==> src/hdl/layer_ring_isolation_sum_defines.svh <==
// assertion macros for the layer ring isolation sum block
// used by the controller and the top level
`ifndef LAYER_RING_ISOLATION_SUM_DEFINES_SVH
`define LAYER_RING_ISOLATION_SUM_DEFINES_SVH
`ifndef SYNTHESIS
`define LRIS_ASSERT(label, clk, rst, prop) \
  label: assert property (@(posedge clk) disable iff (rst) prop) else $error("label failed");
`define LRIS_ASSERT_ALWAYS(label, clk, prop) \
  label: assert property (@(posedge clk) prop) else $error("label failed");
`else
`define LRIS_ASSERT(label, clk, rst, prop)
`define LRIS_ASSERT_ALWAYS(label, clk, prop)
`endif
`endif

==> src/hdl/lris_pkg.sv <==
// shared types and constants of the layer ring isolation sum block
// no dependencies
package lris_pkg;
  localparam int NUM_LAYERS_DEF = 64;
  localparam int MAX_RINGS_DEF  = 16;
  localparam int RING_SLOTS     = 16;
  localparam int RING_W         = 4;
  localparam int PI_Q           = 804;
  localparam int TWO_PI_Q       = 1608;

  localparam logic [1:0] REQ_BEGIN = 2'd0;
  localparam logic [1:0] REQ_HIT   = 2'd1;
  localparam logic [1:0] REQ_END   = 2'd2;

  localparam logic [1:0] REG_MAX_RADIUS = 2'd0;
  localparam logic [1:0] REG_MIN_RADIUS = 2'd1;
  localparam logic [1:0] REG_RING_COUNT = 2'd2;

  // controller to datapath commands
  typedef struct packed {
    logic begin_load;   // latch photon, clear sums
    logic clear_sums;   // ring count written
    logic hit_calc;     // register distance and ring of hit
    logic hit_commit;   // read-modify-write the ring sum
    logic div_start;    // load divider for ring div_ring
    logic div_step;     // one quotient bit
    logic [RING_W-1:0] div_ring;
  } lris_cmd_t;

  // datapath to controller status
  typedef struct packed {
    logic div_done;
    logic [RING_W:0] rings;  // rings in use, 1..16
  } lris_stat_t;
endpackage

==> src/hdl/lris_stream_if.sv <==
// valid/ready channel interfaces of the layer ring isolation sum block
// depends on nothing
interface lris_in_if;
  logic valid;
  logic ready;
  logic [1:0] req_type;
  logic signed [10:0] photon_eta;
  logic signed [10:0] photon_phi;
  logic [19:0] photon_energy;
  logic signed [10:0] hit_eta;
  logic signed [10:0] hit_phi;
  logic [6:0] hit_layer;
  logic [15:0] hit_energy;
  logic hit_in_cluster;
  modport source (output valid, req_type, photon_eta, photon_phi, photon_energy, hit_eta,
                  hit_phi, hit_layer, hit_energy, hit_in_cluster, input ready);
  modport sink (input valid, req_type, photon_eta, photon_phi, photon_energy, hit_eta,
                hit_phi, hit_layer, hit_energy, hit_in_cluster, output ready);
endinterface

interface lris_out_if;
  logic valid;
  logic ready;
  logic [3:0] ring_index;
  logic [23:0] iso_ratio;
  logic zero_energy;
  logic last;
  modport source (output valid, ring_index, iso_ratio, zero_energy, last, input ready);
  modport sink (input valid, ring_index, iso_ratio, zero_energy, last, output ready);
endinterface

interface lris_cfg_if;
  logic valid;
  logic ready;
  logic [1:0] index;
  logic [9:0] data;
  modport source (output valid, index, data, input ready);
  modport sink (input valid, index, data, output ready);
endinterface

==> src/hdl/lris_datapath.sv <==
// datapath: config registers, photon latch, ring sums, veto logic, serial divider
// depends on lris_pkg
module lris_datapath #(
  parameter int NUM_LAYERS = lris_pkg::NUM_LAYERS_DEF,
  parameter int MAX_RINGS  = lris_pkg::MAX_RINGS_DEF
) (
  input  logic clk,
  input  logic rst,
  input  logic cfg_we,
  input  logic [1:0] cfg_index,
  input  logic [9:0] cfg_data,
  input  logic [1:0] req_type,
  input  logic signed [10:0] photon_eta,
  input  logic signed [10:0] photon_phi,
  input  logic [19:0] photon_energy,
  input  logic signed [10:0] hit_eta,
  input  logic signed [10:0] hit_phi,
  input  logic [6:0] hit_layer,
  input  logic [15:0] hit_energy,
  input  logic hit_in_cluster,
  input  lris_pkg::lris_cmd_t cmd,
  output lris_pkg::lris_stat_t stat,
  output logic [23:0] ratio,
  output logic zero_energy
);
  localparam int RMAX = (MAX_RINGS < lris_pkg::RING_SLOTS) ? MAX_RINGS : lris_pkg::RING_SLOTS;
  localparam int RCAP = (RMAX < NUM_LAYERS) ? RMAX : NUM_LAYERS;

  logic [9:0] max_radius, min_radius;
  logic [4:0] ring_count;
  logic signed [10:0] ph_eta, ph_phi;
  logic [19:0] ph_energy;
  logic [31:0] ring_sums [lris_pkg::RING_SLOTS];
  logic [lris_pkg::RING_SLOTS-1:0] sum_valid;

  // rings in use
  logic [4:0] rings;
  always_comb begin
    rings = ring_count;
    if (rings == 5'd0) rings = 5'd1;
    if (32'(rings) > RCAP) rings = 5'(RCAP);
  end
  assign stat.rings = rings;

  // layers per ring for every ring count, built at elaboration
  function automatic logic [16:0][6:0] lpr_table();
    logic [16:0][6:0] t;
    int q;
    int rest;
    begin
      t = '0;
      for (int r = 1; r <= 16; r++) begin
        q = 0;
        rest = NUM_LAYERS;
        while (rest >= r) begin
          rest = rest - r;
          q = q + 1;
        end
        if (q < 1) q = 1;
        t[r] = 7'(q);
      end
      t[0] = t[1];
      return t;
    end
  endfunction
  localparam logic [16:0][6:0] LPR_TAB = lpr_table();

  logic [6:0] layers_per_ring;
  assign layers_per_ring = LPR_TAB[rings];

  always_ff @(posedge clk) begin
    if (rst) begin
      max_radius <= 10'd38;
      min_radius <= 10'd0;
      ring_count <= 5'd5;
      ph_eta <= '0;
      ph_phi <= '0;
      ph_energy <= '0;
    end else begin
      if (cfg_we) begin
        case (cfg_index)
          lris_pkg::REG_MAX_RADIUS: max_radius <= cfg_data;
          lris_pkg::REG_MIN_RADIUS: min_radius <= cfg_data;
          lris_pkg::REG_RING_COUNT: ring_count <= cfg_data[4:0];
          default: ;
        endcase
      end
      if (cmd.begin_load) begin
        ph_eta <= photon_eta;
        ph_phi <= photon_phi;
        ph_energy <= photon_energy;
      end
    end
  end

  // stage one of a hit: distance, veto, ring
  logic signed [11:0] deta;
  logic signed [12:0] dphi;
  logic [22:0] d2;
  logic [19:0] maxr2, minr2;
  logic [6:0] lm1;
  logic [6:0] ring_raw;
  logic [3:0] ring_sel;
  logic keep;
  always_comb begin
    deta = 12'(hit_eta) - 12'(ph_eta);
    dphi = 13'(hit_phi) - 13'(ph_phi);
    if (dphi > 13'sd804) dphi = dphi - 13'sd1608;
    else if (dphi < -13'sd804) dphi = dphi + 13'sd1608;
    d2 = 23'(22'(deta * deta)) + 23'(22'(dphi * dphi));
    maxr2 = max_radius * max_radius;
    minr2 = min_radius * min_radius;
    lm1 = hit_layer - 7'd1;
    // quotient by threshold compare, thresholds rise with k
    ring_raw = 7'd0;
    for (int k = 1; k < 16; k++) begin
      if ({4'd0, lm1} >= 11'(k) * {4'd0, layers_per_ring}) ring_raw = 7'(k);
    end
    if (hit_layer == 7'd0) ring_raw = 7'd0;
    if (ring_raw > 7'(rings - 5'd1)) ring_raw = 7'(rings - 5'd1);
    ring_sel = ring_raw[3:0];
    keep = !hit_in_cluster && (32'(hit_layer) < NUM_LAYERS) &&
           (23'(maxr2) >= d2) && (d2 >= 23'(minr2));
  end

  logic h_keep;
  logic [3:0] h_ring;
  logic [15:0] h_energy;
  always_ff @(posedge clk) begin
    if (cmd.hit_calc) begin
      h_keep <= keep && (req_type == lris_pkg::REQ_HIT);
      h_ring <= ring_sel;
      h_energy <= hit_energy;
    end
  end

  logic [31:0] cur_sum;
  logic [32:0] add_sum;
  assign cur_sum = sum_valid[h_ring] ? ring_sums[h_ring] : 32'd0;
  assign add_sum = {1'b0, cur_sum} + {17'd0, h_energy};

  always_ff @(posedge clk) begin
    if (rst || cmd.begin_load || cmd.clear_sums) begin
      sum_valid <= '0;
    end else if (cmd.hit_commit && h_keep) begin
      sum_valid[h_ring] <= 1'b1;
    end
  end
  always_ff @(posedge clk) begin
    if (cmd.hit_commit && h_keep) begin
      ring_sums[h_ring] <= add_sum[32] ? 32'hFFFF_FFFF : add_sum[31:0];
    end
  end

  // restoring divider, 48 bit dividend, one quotient bit a step
  logic [47:0] dividend;
  logic [20:0] rem;
  logic [5:0] cnt;
  logic [20:0] trial;
  logic [20:0] rem_sh;
  assign rem_sh = {rem[19:0], dividend[47]};
  assign trial = rem_sh - {1'b0, ph_energy};
  always_ff @(posedge clk) begin
    if (cmd.div_start) begin
      dividend <= {(sum_valid[cmd.div_ring] ? ring_sums[cmd.div_ring] : 32'd0), 16'd0};
      rem <= '0;
      cnt <= 6'd48;
    end else if (cmd.div_step && cnt != 6'd0) begin
      if (!trial[20]) begin
        rem <= trial;
        dividend <= {dividend[46:0], 1'b1};
      end else begin
        rem <= rem_sh;
        dividend <= {dividend[46:0], 1'b0};
      end
      cnt <= cnt - 6'd1;
    end
  end
  assign stat.div_done = (cnt == 6'd0);
  assign zero_energy = (ph_energy == 20'd0);
  assign ratio = (zero_energy || dividend[47:24] != 24'd0) ? 24'hFF_FFFF : dividend[23:0];
endmodule

==> src/hdl/lris_ctrl.sv <==
// controller: request decode, hit sequencing, ring emit loop with divider
// depends on lris_pkg and the assertion macros
`include "layer_ring_isolation_sum_defines.svh"
module lris_ctrl (
  input  logic clk,
  input  logic rst,
  input  logic in_valid,
  output logic in_ready,
  input  logic [1:0] req_type,
  input  logic cfg_we,
  input  logic [1:0] cfg_index,
  output logic out_valid,
  input  logic out_ready,
  output logic [3:0] out_ring,
  output logic out_last,
  output lris_pkg::lris_cmd_t cmd,
  input  lris_pkg::lris_stat_t stat
);
  typedef enum logic [2:0] {IDLE, HIT, DIV_START, DIV_RUN, EMIT} state_t;
  state_t state;
  logic [3:0] ring;
  logic acc;

  assign in_ready = (state == IDLE);
  assign acc = in_valid && in_ready;
  assign out_valid = (state == EMIT);
  assign out_ring = ring;
  assign out_last = (5'(ring) + 5'd1 == stat.rings);

  always_comb begin
    cmd = '0;
    cmd.begin_load = acc && req_type == lris_pkg::REQ_BEGIN;
    cmd.clear_sums = cfg_we && cfg_index == lris_pkg::REG_RING_COUNT;
    cmd.hit_calc = acc;
    cmd.hit_commit = (state == HIT);
    cmd.div_start = (state == DIV_START);
    cmd.div_step = (state == DIV_RUN);
    cmd.div_ring = ring;
  end

  always_ff @(posedge clk) begin
    if (rst) begin
      state <= IDLE;
      ring <= '0;
    end else begin
      case (state)
        IDLE: begin
          if (acc && req_type == lris_pkg::REQ_HIT) state <= HIT;
          else if (acc && req_type == lris_pkg::REQ_END) begin
            ring <= '0;
            state <= DIV_START;
          end
        end
        HIT: state <= IDLE;
        DIV_START: state <= DIV_RUN;
        DIV_RUN: if (stat.div_done) state <= EMIT;
        EMIT: begin
          if (out_ready) begin
            if (out_last) state <= IDLE;
            else begin
              ring <= ring + 4'd1;
              state <= DIV_START;
            end
          end
        end
        default: state <= IDLE;
      endcase
    end
  end

  `LRIS_ASSERT(a_ready_idle, clk, rst, in_ready |-> !out_valid)
  `LRIS_ASSERT(a_hit_one, clk, rst, (state == HIT) |=> (state == IDLE))
  `LRIS_ASSERT(a_ring_range, clk, rst, out_valid |-> (5'(ring) < stat.rings))
  `LRIS_ASSERT(a_emit_hold, clk, rst, (out_valid && !out_ready) |=> $stable(ring) && out_valid)
endmodule

==> src/hdl/layer_ring_isolation_sum.sv <==
// top level of the layer ring isolation sum block
// depends on lris_pkg, the channel interfaces, lris_ctrl and lris_datapath
//
// Sums hit energies in an eta-phi annulus around a latched photon, per ring of
// depth layers. A hit transfer does distance and ring decode, then the
// read-modify-write of the ring sum. An end transfer emits one result per ring
// in use; each ring passes through the shared restoring divider (one quotient
// bit per cycle over a 48 bit dividend) and then the output transfer. New input
// is taken only while the controller is idle. Configuration writes are accepted
// at any time; a ring count write clears the ring sums.
`include "layer_ring_isolation_sum_defines.svh"
module layer_ring_isolation_sum #(
  parameter int NUM_LAYERS = lris_pkg::NUM_LAYERS_DEF,
  parameter int MAX_RINGS  = lris_pkg::MAX_RINGS_DEF
) (
  input logic clk,
  input logic rst,
  lris_in_if.sink   in_ch,
  lris_out_if.source out_ch,
  lris_cfg_if.sink  cfg
);
  lris_pkg::lris_cmd_t cmd;
  lris_pkg::lris_stat_t stat;
  logic cfg_we;

  // config is always ready
  assign cfg.ready = 1'b1;
  assign cfg_we = cfg.valid;

  lris_ctrl u_ctrl (
    .clk(clk), .rst(rst),
    .in_valid(in_ch.valid), .in_ready(in_ch.ready), .req_type(in_ch.req_type),
    .cfg_we(cfg_we), .cfg_index(cfg.index),
    .out_valid(out_ch.valid), .out_ready(out_ch.ready),
    .out_ring(out_ch.ring_index), .out_last(out_ch.last),
    .cmd(cmd), .stat(stat)
  );

  lris_datapath #(.NUM_LAYERS(NUM_LAYERS), .MAX_RINGS(MAX_RINGS)) u_dp (
    .clk(clk), .rst(rst),
    .cfg_we(cfg_we), .cfg_index(cfg.index), .cfg_data(cfg.data),
    .req_type(in_ch.req_type),
    .photon_eta(in_ch.photon_eta), .photon_phi(in_ch.photon_phi),
    .photon_energy(in_ch.photon_energy),
    .hit_eta(in_ch.hit_eta), .hit_phi(in_ch.hit_phi), .hit_layer(in_ch.hit_layer),
    .hit_energy(in_ch.hit_energy), .hit_in_cluster(in_ch.hit_in_cluster),
    .cmd(cmd), .stat(stat),
    .ratio(out_ch.iso_ratio), .zero_energy(out_ch.zero_energy)
  );

  `LRIS_ASSERT(a_zero_sat, clk, rst, (out_ch.valid && out_ch.zero_energy) |-> (out_ch.iso_ratio == 24'hFFFFFF))
  `LRIS_ASSERT(a_no_in_while_out, clk, rst, out_ch.valid |-> !in_ch.ready)
  `LRIS_ASSERT_ALWAYS(a_cfg_ready, clk, cfg.ready)
endmodule
==> src/flat_wrapper.sv <==
// flat-port wrapper written by rule: the top's interface ports become plain ports
module layer_ring_isolation_sum_flat 
#(
  parameter int NUM_LAYERS = lris_pkg::NUM_LAYERS_DEF,
  parameter int MAX_RINGS  = lris_pkg::MAX_RINGS_DEF
)
  (clk, rst, in_ch_valid, in_ch_req_type, in_ch_photon_eta, in_ch_photon_phi, in_ch_photon_energy, in_ch_hit_eta, in_ch_hit_phi, in_ch_hit_layer, in_ch_hit_energy, in_ch_hit_in_cluster, in_ch_ready, out_ch_valid, out_ch_ring_index, out_ch_iso_ratio, out_ch_zero_energy, out_ch_last, out_ch_ready, cfg_valid, cfg_index, cfg_data, cfg_ready);
  lris_in_if in_ch_i ();
  lris_out_if out_ch_i ();
  lris_cfg_if cfg_i ();
  input logic clk;
  input logic rst;
  input wire logic [$bits(in_ch_i.valid)-1:0] in_ch_valid;
  input wire logic [$bits(in_ch_i.req_type)-1:0] in_ch_req_type;
  input wire logic [$bits(in_ch_i.photon_eta)-1:0] in_ch_photon_eta;
  input wire logic [$bits(in_ch_i.photon_phi)-1:0] in_ch_photon_phi;
  input wire logic [$bits(in_ch_i.photon_energy)-1:0] in_ch_photon_energy;
  input wire logic [$bits(in_ch_i.hit_eta)-1:0] in_ch_hit_eta;
  input wire logic [$bits(in_ch_i.hit_phi)-1:0] in_ch_hit_phi;
  input wire logic [$bits(in_ch_i.hit_layer)-1:0] in_ch_hit_layer;
  input wire logic [$bits(in_ch_i.hit_energy)-1:0] in_ch_hit_energy;
  input wire logic [$bits(in_ch_i.hit_in_cluster)-1:0] in_ch_hit_in_cluster;
  output wire logic [$bits(in_ch_i.ready)-1:0] in_ch_ready;
  output wire logic [$bits(out_ch_i.valid)-1:0] out_ch_valid;
  output wire logic [$bits(out_ch_i.ring_index)-1:0] out_ch_ring_index;
  output wire logic [$bits(out_ch_i.iso_ratio)-1:0] out_ch_iso_ratio;
  output wire logic [$bits(out_ch_i.zero_energy)-1:0] out_ch_zero_energy;
  output wire logic [$bits(out_ch_i.last)-1:0] out_ch_last;
  input wire logic [$bits(out_ch_i.ready)-1:0] out_ch_ready;
  input wire logic [$bits(cfg_i.valid)-1:0] cfg_valid;
  input wire logic [$bits(cfg_i.index)-1:0] cfg_index;
  input wire logic [$bits(cfg_i.data)-1:0] cfg_data;
  output wire logic [$bits(cfg_i.ready)-1:0] cfg_ready;
  assign in_ch_i.valid = in_ch_valid;
  assign in_ch_i.req_type = in_ch_req_type;
  assign in_ch_i.photon_eta = in_ch_photon_eta;
  assign in_ch_i.photon_phi = in_ch_photon_phi;
  assign in_ch_i.photon_energy = in_ch_photon_energy;
  assign in_ch_i.hit_eta = in_ch_hit_eta;
  assign in_ch_i.hit_phi = in_ch_hit_phi;
  assign in_ch_i.hit_layer = in_ch_hit_layer;
  assign in_ch_i.hit_energy = in_ch_hit_energy;
  assign in_ch_i.hit_in_cluster = in_ch_hit_in_cluster;
  assign in_ch_ready = in_ch_i.ready;
  assign out_ch_valid = out_ch_i.valid;
  assign out_ch_ring_index = out_ch_i.ring_index;
  assign out_ch_iso_ratio = out_ch_i.iso_ratio;
  assign out_ch_zero_energy = out_ch_i.zero_energy;
  assign out_ch_last = out_ch_i.last;
  assign out_ch_i.ready = out_ch_ready;
  assign cfg_i.valid = cfg_valid;
  assign cfg_i.index = cfg_index;
  assign cfg_i.data = cfg_data;
  assign cfg_ready = cfg_i.ready;
  layer_ring_isolation_sum #(.NUM_LAYERS(NUM_LAYERS), .MAX_RINGS(MAX_RINGS)) u_core (.clk(clk), .rst(rst), .in_ch(in_ch_i), .out_ch(out_ch_i), .cfg(cfg_i));
endmodule
==> config.mk <==
export PLATFORM = sky130hd
export DESIGN_NAME = layer_ring_isolation_sum_flat
export DESIGN_NICKNAME = d
export VERILOG_FILES = /design/src/hdl/lris_pkg.sv /design/src/hdl/lris_stream_if.sv /design/src/hdl/lris_datapath.sv /design/src/hdl/lris_ctrl.sv /design/src/hdl/layer_ring_isolation_sum.sv /design/src/flat_wrapper.sv
export VERILOG_INCLUDE_DIRS = /design/src /design/src/hdl
export SDC_FILE = /design/constraint.sdc
export NUM_CORES = 2
export LEC_CHECK = 0
export BUFFER_PORTS_ARGS = -buffer_cell sky130_fd_sc_hd__buf_2
export CORE_ASPECT_RATIO = 1.1
export CORE_MARGIN = 2
export CORE_UTILIZATION = 30
export DETAILED_ROUTE_END_ITERATION = 8
export PLACE_DENSITY = 0.48
export SETUP_SLACK_MARGIN = 0.3
export SYNTH_ARGS = -nofsm -noshare
export SYNTH_HDL_FRONTEND = slang
export SYNTH_SLANG_ARGS = --single-unit
export TNS_END_PERCENT = 5
==> constraint.sdc <==
create_clock -name clk -period 12.8 [get_ports clk]
set_input_delay 0.64 -clock clk [delete_from_list [all_inputs] [get_ports clk]]
set_output_delay 0.64 -clock clk [all_outputs]
set_load 0.03 [all_outputs]
==> Yosys cells after proc, flatten, opt, wreduce, memory -nomap -nowiden <==
Memories as Yosys holds them, arrays and structs flattened. A register that Yosys moved wholly into a read port is not among the register bits.
Index checks and enable logic that the tools add are counted.
{ "classes": {"n_addsub": 12, "n_mul": 15, "div_mod_pow": 0, "magnitude_cmp": 26, "n_eq_ne": 15, "shift": 0, "mux": 52, "n_bitwise": 1, "n_reduce_logical": 32} }
{ "op_table": {"columns": ["cell", "n"], "rows": [
  ["$mux 7", 16],
  ["$mux 32", 3],
  ["$mux 48", 2],
  ["$ge 7x11->1", 7],
  ["$mul 4x7->11 const A", 4],
  ["$ge 7x10->1", 4],
  ["$mul 10x10->20", 2],
  ["$mul 3x7->10 const A", 4],
  ["$add 32x16->33", 1],
  ["$mux 4", 8],
  ["$mul 2x7->9 const A", 3],
  ["$mux 13", 2],
  ["$mux 24", 1],
  ["$reduce_bool 24->1", 1],
  ["$sub 11x11->12", 2],
  ["$add 22x22->23", 1],
  ["$ge 20x23->1", 1],
  ["$ge 23x20->1", 1],
  ["$mul 12x12->22", 1],
  ["$mul 13x13->22", 1],
  ["$sub 21x20->21", 1],
  ["$logic_not 20->1", 1],
  ["$mux 20", 1],
  ["$ge 7x9->1", 2],
  ["other kinds (48)", 83]
]} }
{ "word_totals": {"reg_bits": 185, "latch_bits": 0, "ram_bits": 512, "rom_bits": 224, "inputBits": 107, "word_cells": 171, "mem_count": 2} }
{ "memory_table": {"columns": ["name", "depth", "word_bits", "read_ports", "rd_ports_with_merged_regs", "write_ports", "line_no", "text"], "rows": [
  ["u_core.u_dp.ring_sums", 16, 32, 2, 2, 1, "lris_datapath.sv:33", "logic [31:0] ring_sums [lris_pkg::RING_SLOTS];"],
  ["(name not given)", 32, 7, 1, 0, 0, "lris_datapath.sv:69", "assign layers_per_ring = LPR_TAB[rings];"]
]} }

==> Longest topological paths before layout <==
{ "logic_depth": {"ltp_word": 26, "depth_mapped": 51, "ltp_nobuf": 51} }

==> Cells and area by module <==
From an unflattened synthesis, not the netlist that was laid out.
{ "hier_totals": {"cells_unflattened": 4580, "area_unflattened_um2": 55230.5} }
{ "modules_own_cells": {"columns": ["mod", "n_inst", "cells_each", "area_each_um2"], "rows": [
  ["lris_datapath", 1, 4487, 54568.6],
  ["lris_ctrl", 1, 91, 650.6],
  ["layer_ring_isolation_sum", 1, 2, 11.3]
]} }

==> Worst setup path before layout <==
No wires, ideal clock.
{ "synth_path": {"path_kind": "input port to flip-flop", "start": "input in_ch_hit_phi[0]", "end": "register u_core.u_dp.h_keep, data pin", "setup_ns": 0.157, "arrival_ns": 10.569, "required_ns": 12.643, "setup_slack_ns": 2.074, "stages": 51, "n_path_buf": 1, "cell_sequence": "inv_1 ha_1 fa_1 nor2b_1 o2111a_1 nor3b_1 or2_2 xor2_1 a31oi_4 or2_4 nor2_1 o22ai_1 xnor2_1 clkbuf_1 nor2_1 ha_1 xnor2_1 fa_1 [15 not listed] nand2_1 nor2_1 a211o_1 a41oi_1 o21bai_1 a21oi_1 xnor2_1 ha_1 nand4_1 nor4_1 nor3_1 o21ai_0 a211oi_1 o211ai_1 nand4_1 a31oi_1 o221ai_1 nor3_1"} }
{ "synth_between": {"elab_chain_cells": 10} }
{ "synth_rtl": {"columns": ["element", "line_no", "text"], "rows": [
  ["start: declaration", "flat_wrapper.sv:19", "input wire logic [$bits(in_ch_i.hit_phi)-1:0] in_ch_hit_phi;"],
  ["$sub 11x11->12 *", "lris_datapath.sv:107", "dphi = 13'(hit_phi) - 13'(ph_phi);"],
  ["$add 12x12->13 or $lt 12x11->1 (tied branches)", "lris_datapath.sv:109", "else if (dphi < -13'sd804) dphi = dphi + 13'sd1608;"],
  ["$mux 13", "lris_datapath.sv:109", null],
  ["$mux 13 *", "lris_datapath.sv:108", "if (dphi > 13'sd804) dphi = dphi - 13'sd1608;"],
  ["$mul 13x13->22 *", "lris_datapath.sv:110", "d2 = 23'(22'(deta * deta)) + 23'(22'(dphi * dphi));"],
  ["$add 22x22->23 *", "lris_datapath.sv:110", null],
  ["$ge 20x23->1", "lris_datapath.sv:123", "(23'(maxr2) >= d2) && (d2 >= 23'(minr2));"],
  ["$logic_and 1x1->1", "lris_datapath.sv:122", "keep = !hit_in_cluster && (32'(hit_layer) < NUM_LAYERS) &&"],
  ["$logic_and 1x1->1 *", "lris_datapath.sv:123", null],
  ["$logic_and 1x1->1 *", "lris_datapath.sv:131", "h_keep <= keep && (req_type == lris_pkg::REQ_HIT);"],
  ["end signal: assignment", "lris_datapath.sv:131", null],
  ["end: declaration", "lris_datapath.sv:126", "logic h_keep;"]
]} }
Mark *: on every way between the ends. The rest lies on a longest branch, timed or not.
A chain may end at the register's enable or synchronous reset.

==> Worst setup path in the final report <==
{ "layout_path": {"start": "register u_core.u_dp.ph_phi[0]", "end": "register u_core.u_dp.h_keep, data pin"} }
{ "layout_between": {"elab_chain_cells": 10} }
{ "layout_rtl": {"columns": ["element", "line_no", "text"], "rows": [
  ["start: declaration", "lris_datapath.sv:31", "logic signed [10:0] ph_eta, ph_phi;"],
  ["start signal: assignment", "lris_datapath.sv:90", "ph_phi <= photon_phi;"],
  ["$sub 11x11->12 *", "lris_datapath.sv:107", null],
  ["$add 12x12->13 or $lt 12x11->1 (tied branches)", "lris_datapath.sv:109", null],
  ["$mux 13", "lris_datapath.sv:109", null],
  ["$mux 13 *", "lris_datapath.sv:108", null],
  ["$mul 13x13->22 *", "lris_datapath.sv:110", null],
  ["$add 22x22->23 *", "lris_datapath.sv:110", null],
  ["$ge 20x23->1", "lris_datapath.sv:123", null],
  ["$logic_and 1x1->1", "lris_datapath.sv:122", null],
  ["$logic_and 1x1->1 *", "lris_datapath.sv:123", null],
  ["$logic_and 1x1->1 *", "lris_datapath.sv:131", null]
]} }
Marked as above.

==> impl_results.md <==
- Run status: finished with violations
- Failing checks: DRC
- WL/cell: 21.04 um
- Die area: about 0.19 mm2
- Mean Syn Cell Area: about 12 um2
- Buf/Inv on CP: 4
- Core Footprint: around 0.18 mm2
- Slew margin rel.: 20.13%
- F_max: 87.67 MHz
- Clock Latency Late Sink: around 0.7 ns
- Synth warn: 0
- Drt first pass iters: 9
- DR vias/cell: ~5
- Largest net degree at the start of global routing: 72
- Setup TNS: 0 ns
- Hold Vio Cnt, Final: 0
- Vias in the first global route: between 30000 and 40000
- Cells after synthesis: approximately 4600
- Dominant cells by area after synthesis: edfxtp_1 (31%), mux4_2 (13%), fa_1 (13%)
- Root buf cell: clkbuf_16
- Post-route ant nets: 0
- Worst EP arrival: approximately 12 ns
- Initial core utilization: a little over 30%
- Fraction of registers with async set/reset: 0%
- CP Launch Type: flip-flop
- CP Capture Type: flip-flop
- DRC: 22
- Main flop type after synthesis: edfxtp_1
- Layout fillers: roughly 18000
- Yosys top cell area share: between 30% and 40%
- H-Tree Depth: 3
- Worst path top cell family by delay: adder cells
- IO Port Bufs: between 100 and 150
- Most frequent cell after synthesis: inv_1
- Critical path fanouts, max: 17
- First-pass GRT wire length: approximately 230 mm
- Area of the multi-input gates: around 0.032 mm2
- Pre-CTS setup slack: between 1 and 1.5 ns
- Post-synthesis sequential area ratio: between 30% and 40%
- Post-CTS setup buffers: 0
- Longest Clk Path Bufs: 3
- Die height: between 400 and 500 um
- CTS tree: yes
- CTS sink cnt: a little over 700
- Area grow syn2layout: 12.03%
- Synth top cells by count: inv_1 (575), edfxtp_1 (565), ha_1 (466)
- Final HPWL DP: 104.2 mm
- Final Max Tran Viols: 0
- Final setup vio count: 0
- Clock skew: ~0.042 ns
- Hold buffers post-CTS: 0
- Grt total ovfl: 0
- Row count: 164
- Yosys cell types: 100
- CP required: 13.30 ns
- FF+latch count, synth: roughly 710
- Crit path max-delay cell type: fa_1
- Slew @ Worst Pin: about 1.2 ns
- Reg2Reg Depth: 50
- CP max stage delay: roughly 0.53 ns
- CTS buffer count: 84
- Crit path depth: 50
- # resized after CTS: 0
- Most used cell, CP: ha_1
- Final net count: around 5600
- Via count: between 30000 and 40000
- MaxCap Viol Count: 0
- Drt total wl: roughly 150 mm
- Clock-pin transition on the worst setup and hold timing paths: 0.06 ns
- Number of enable flip-flop cells after synthesis: approximately 570
- Cell taking the most area after synthesis: edfxtp_1
- Post-layout min period: about 11 ns
- Period utilization: around nine tenths
- Sequential cell area: ~0.02 mm2
- Detailed router's first-iteration violation count: 2203
- RSZ-0062 raised after global routing: false
- RD Place Congestion: 0.8276
- Mapped Nets: 5510
- Mapped Area: about 0.055 mm2
- HP Class: in -> reg
- # IOs: 140
- Tot GR Track Use: 16.40%
- Share of cells above drive strength 1: around 16%
- Hold Path Stages: 1
- Initial antenna violation count: 6
- Final worst slack: around 1.4 ns
- Die X: 411.5 um
- WS Path Type: reg -> reg
flip-flops by register name (all words and copies together) (netlist names), 5 cells and up, named ones only:
name / flops
u_core.u_dp.ph_phi: 11
u_core.u_dp.h_energy: 16
u_core.u_dp.rem: 20
u_core.u_dp.ring_count: 5
u_core.u_dp.sum_valid: 16
u_core.u_dp.max_radius: 10
u_core.u_dp.dividend: 48
u_core.u_dp.ph_energy: 20
u_core.u_dp.min_radius: 10
u_core.u_dp.ring_sums: 512
u_core.u_dp.ph_eta: 11
u_core.u_dp.cnt: 6
kinds of logic (layout without fill, tap and decap cells):
| group | Yosys count | count (layout) | synth area share [%] |
|---|---|---|---|
| AO/OA/AOI/OAI | 656 | 656 | 7.969 |
| XOR/XNOR | 208 | 208 | 3.425 |
| adder cells (fa/ha/maj) | 827 | 827 | 23.83 |
| buffers and inverters | 762 | 947 | 5.318 |
| flip-flops | 705 | 705 | 36.07 |
| multiplexers | 383 | 383 | 14.42 |
| other | 1 | 5 | 0.006843 |
| AND/OR/NAND/NOR | 1034 | 1034 | 8.964 |
per-stage QoR:
stage	hold WS (ns)	instances	utilization, %	cell area (um2)
3_5_place_dp	0.4420	7014	32.24	58550
3_3_place_gp	0.4400	7014	32.24	58550
5_1_grt	0.08481	7168	33.80	61380
2_1_floorplan	0.4262	4576	-	54800
6_report	0.1171	7172	33.81	61390
4_1_cts	0.06460	7168	33.80	61380
final cells by class:
class,count,share of cell area [%]
multi-input combinational,3109,52.63
sequential,705,32.25
tap,2407,4.906
clock buffer,115,3.797
inverter,585,3.583
timing repair buffer,208,2.006
clock inverter,39,0.8152
antenna,4,0.01630
placed cells by master (no fill, tap or decap), types with 132 or more instances in the layout:
master and count:
a21oi_1 200, buf_2 137, dfxtp_1 132, edfxtp_1 565
fa_1 361, ha_1 466, inv_1 574, mux4_2 323
nand2_1 380, nor2_1 218, xnor2_1 138
final timing paths:
kind	slack, ns	to	from
worst max-delay path	1.39	u_core.u_dp.h_keep	u_core.u_dp.ph_phi[0]
worst min-delay path	0.12	u_core.u_dp.h_energy[12]	in_ch_hit_energy[12]
worst max register to register	1.39	u_core.u_dp.h_keep	u_core.u_dp.ph_phi[0]
worst min register to register	0.45	u_core.u_dp.dividend[14]	u_core.u_dp.dividend[13]
routing by layer:
metal / GRT usage (%) / wire length [um]
met3: 1.820 / 6112
met2: 28.51 / 76050
met4: 3.955 / 3010
met5: 0 / 0
met1: 21.78 / 65740
Power is left out: the tool's default activity adds up to more than one toggle a clock period on the data nets, which glitch-free logic cannot reach.
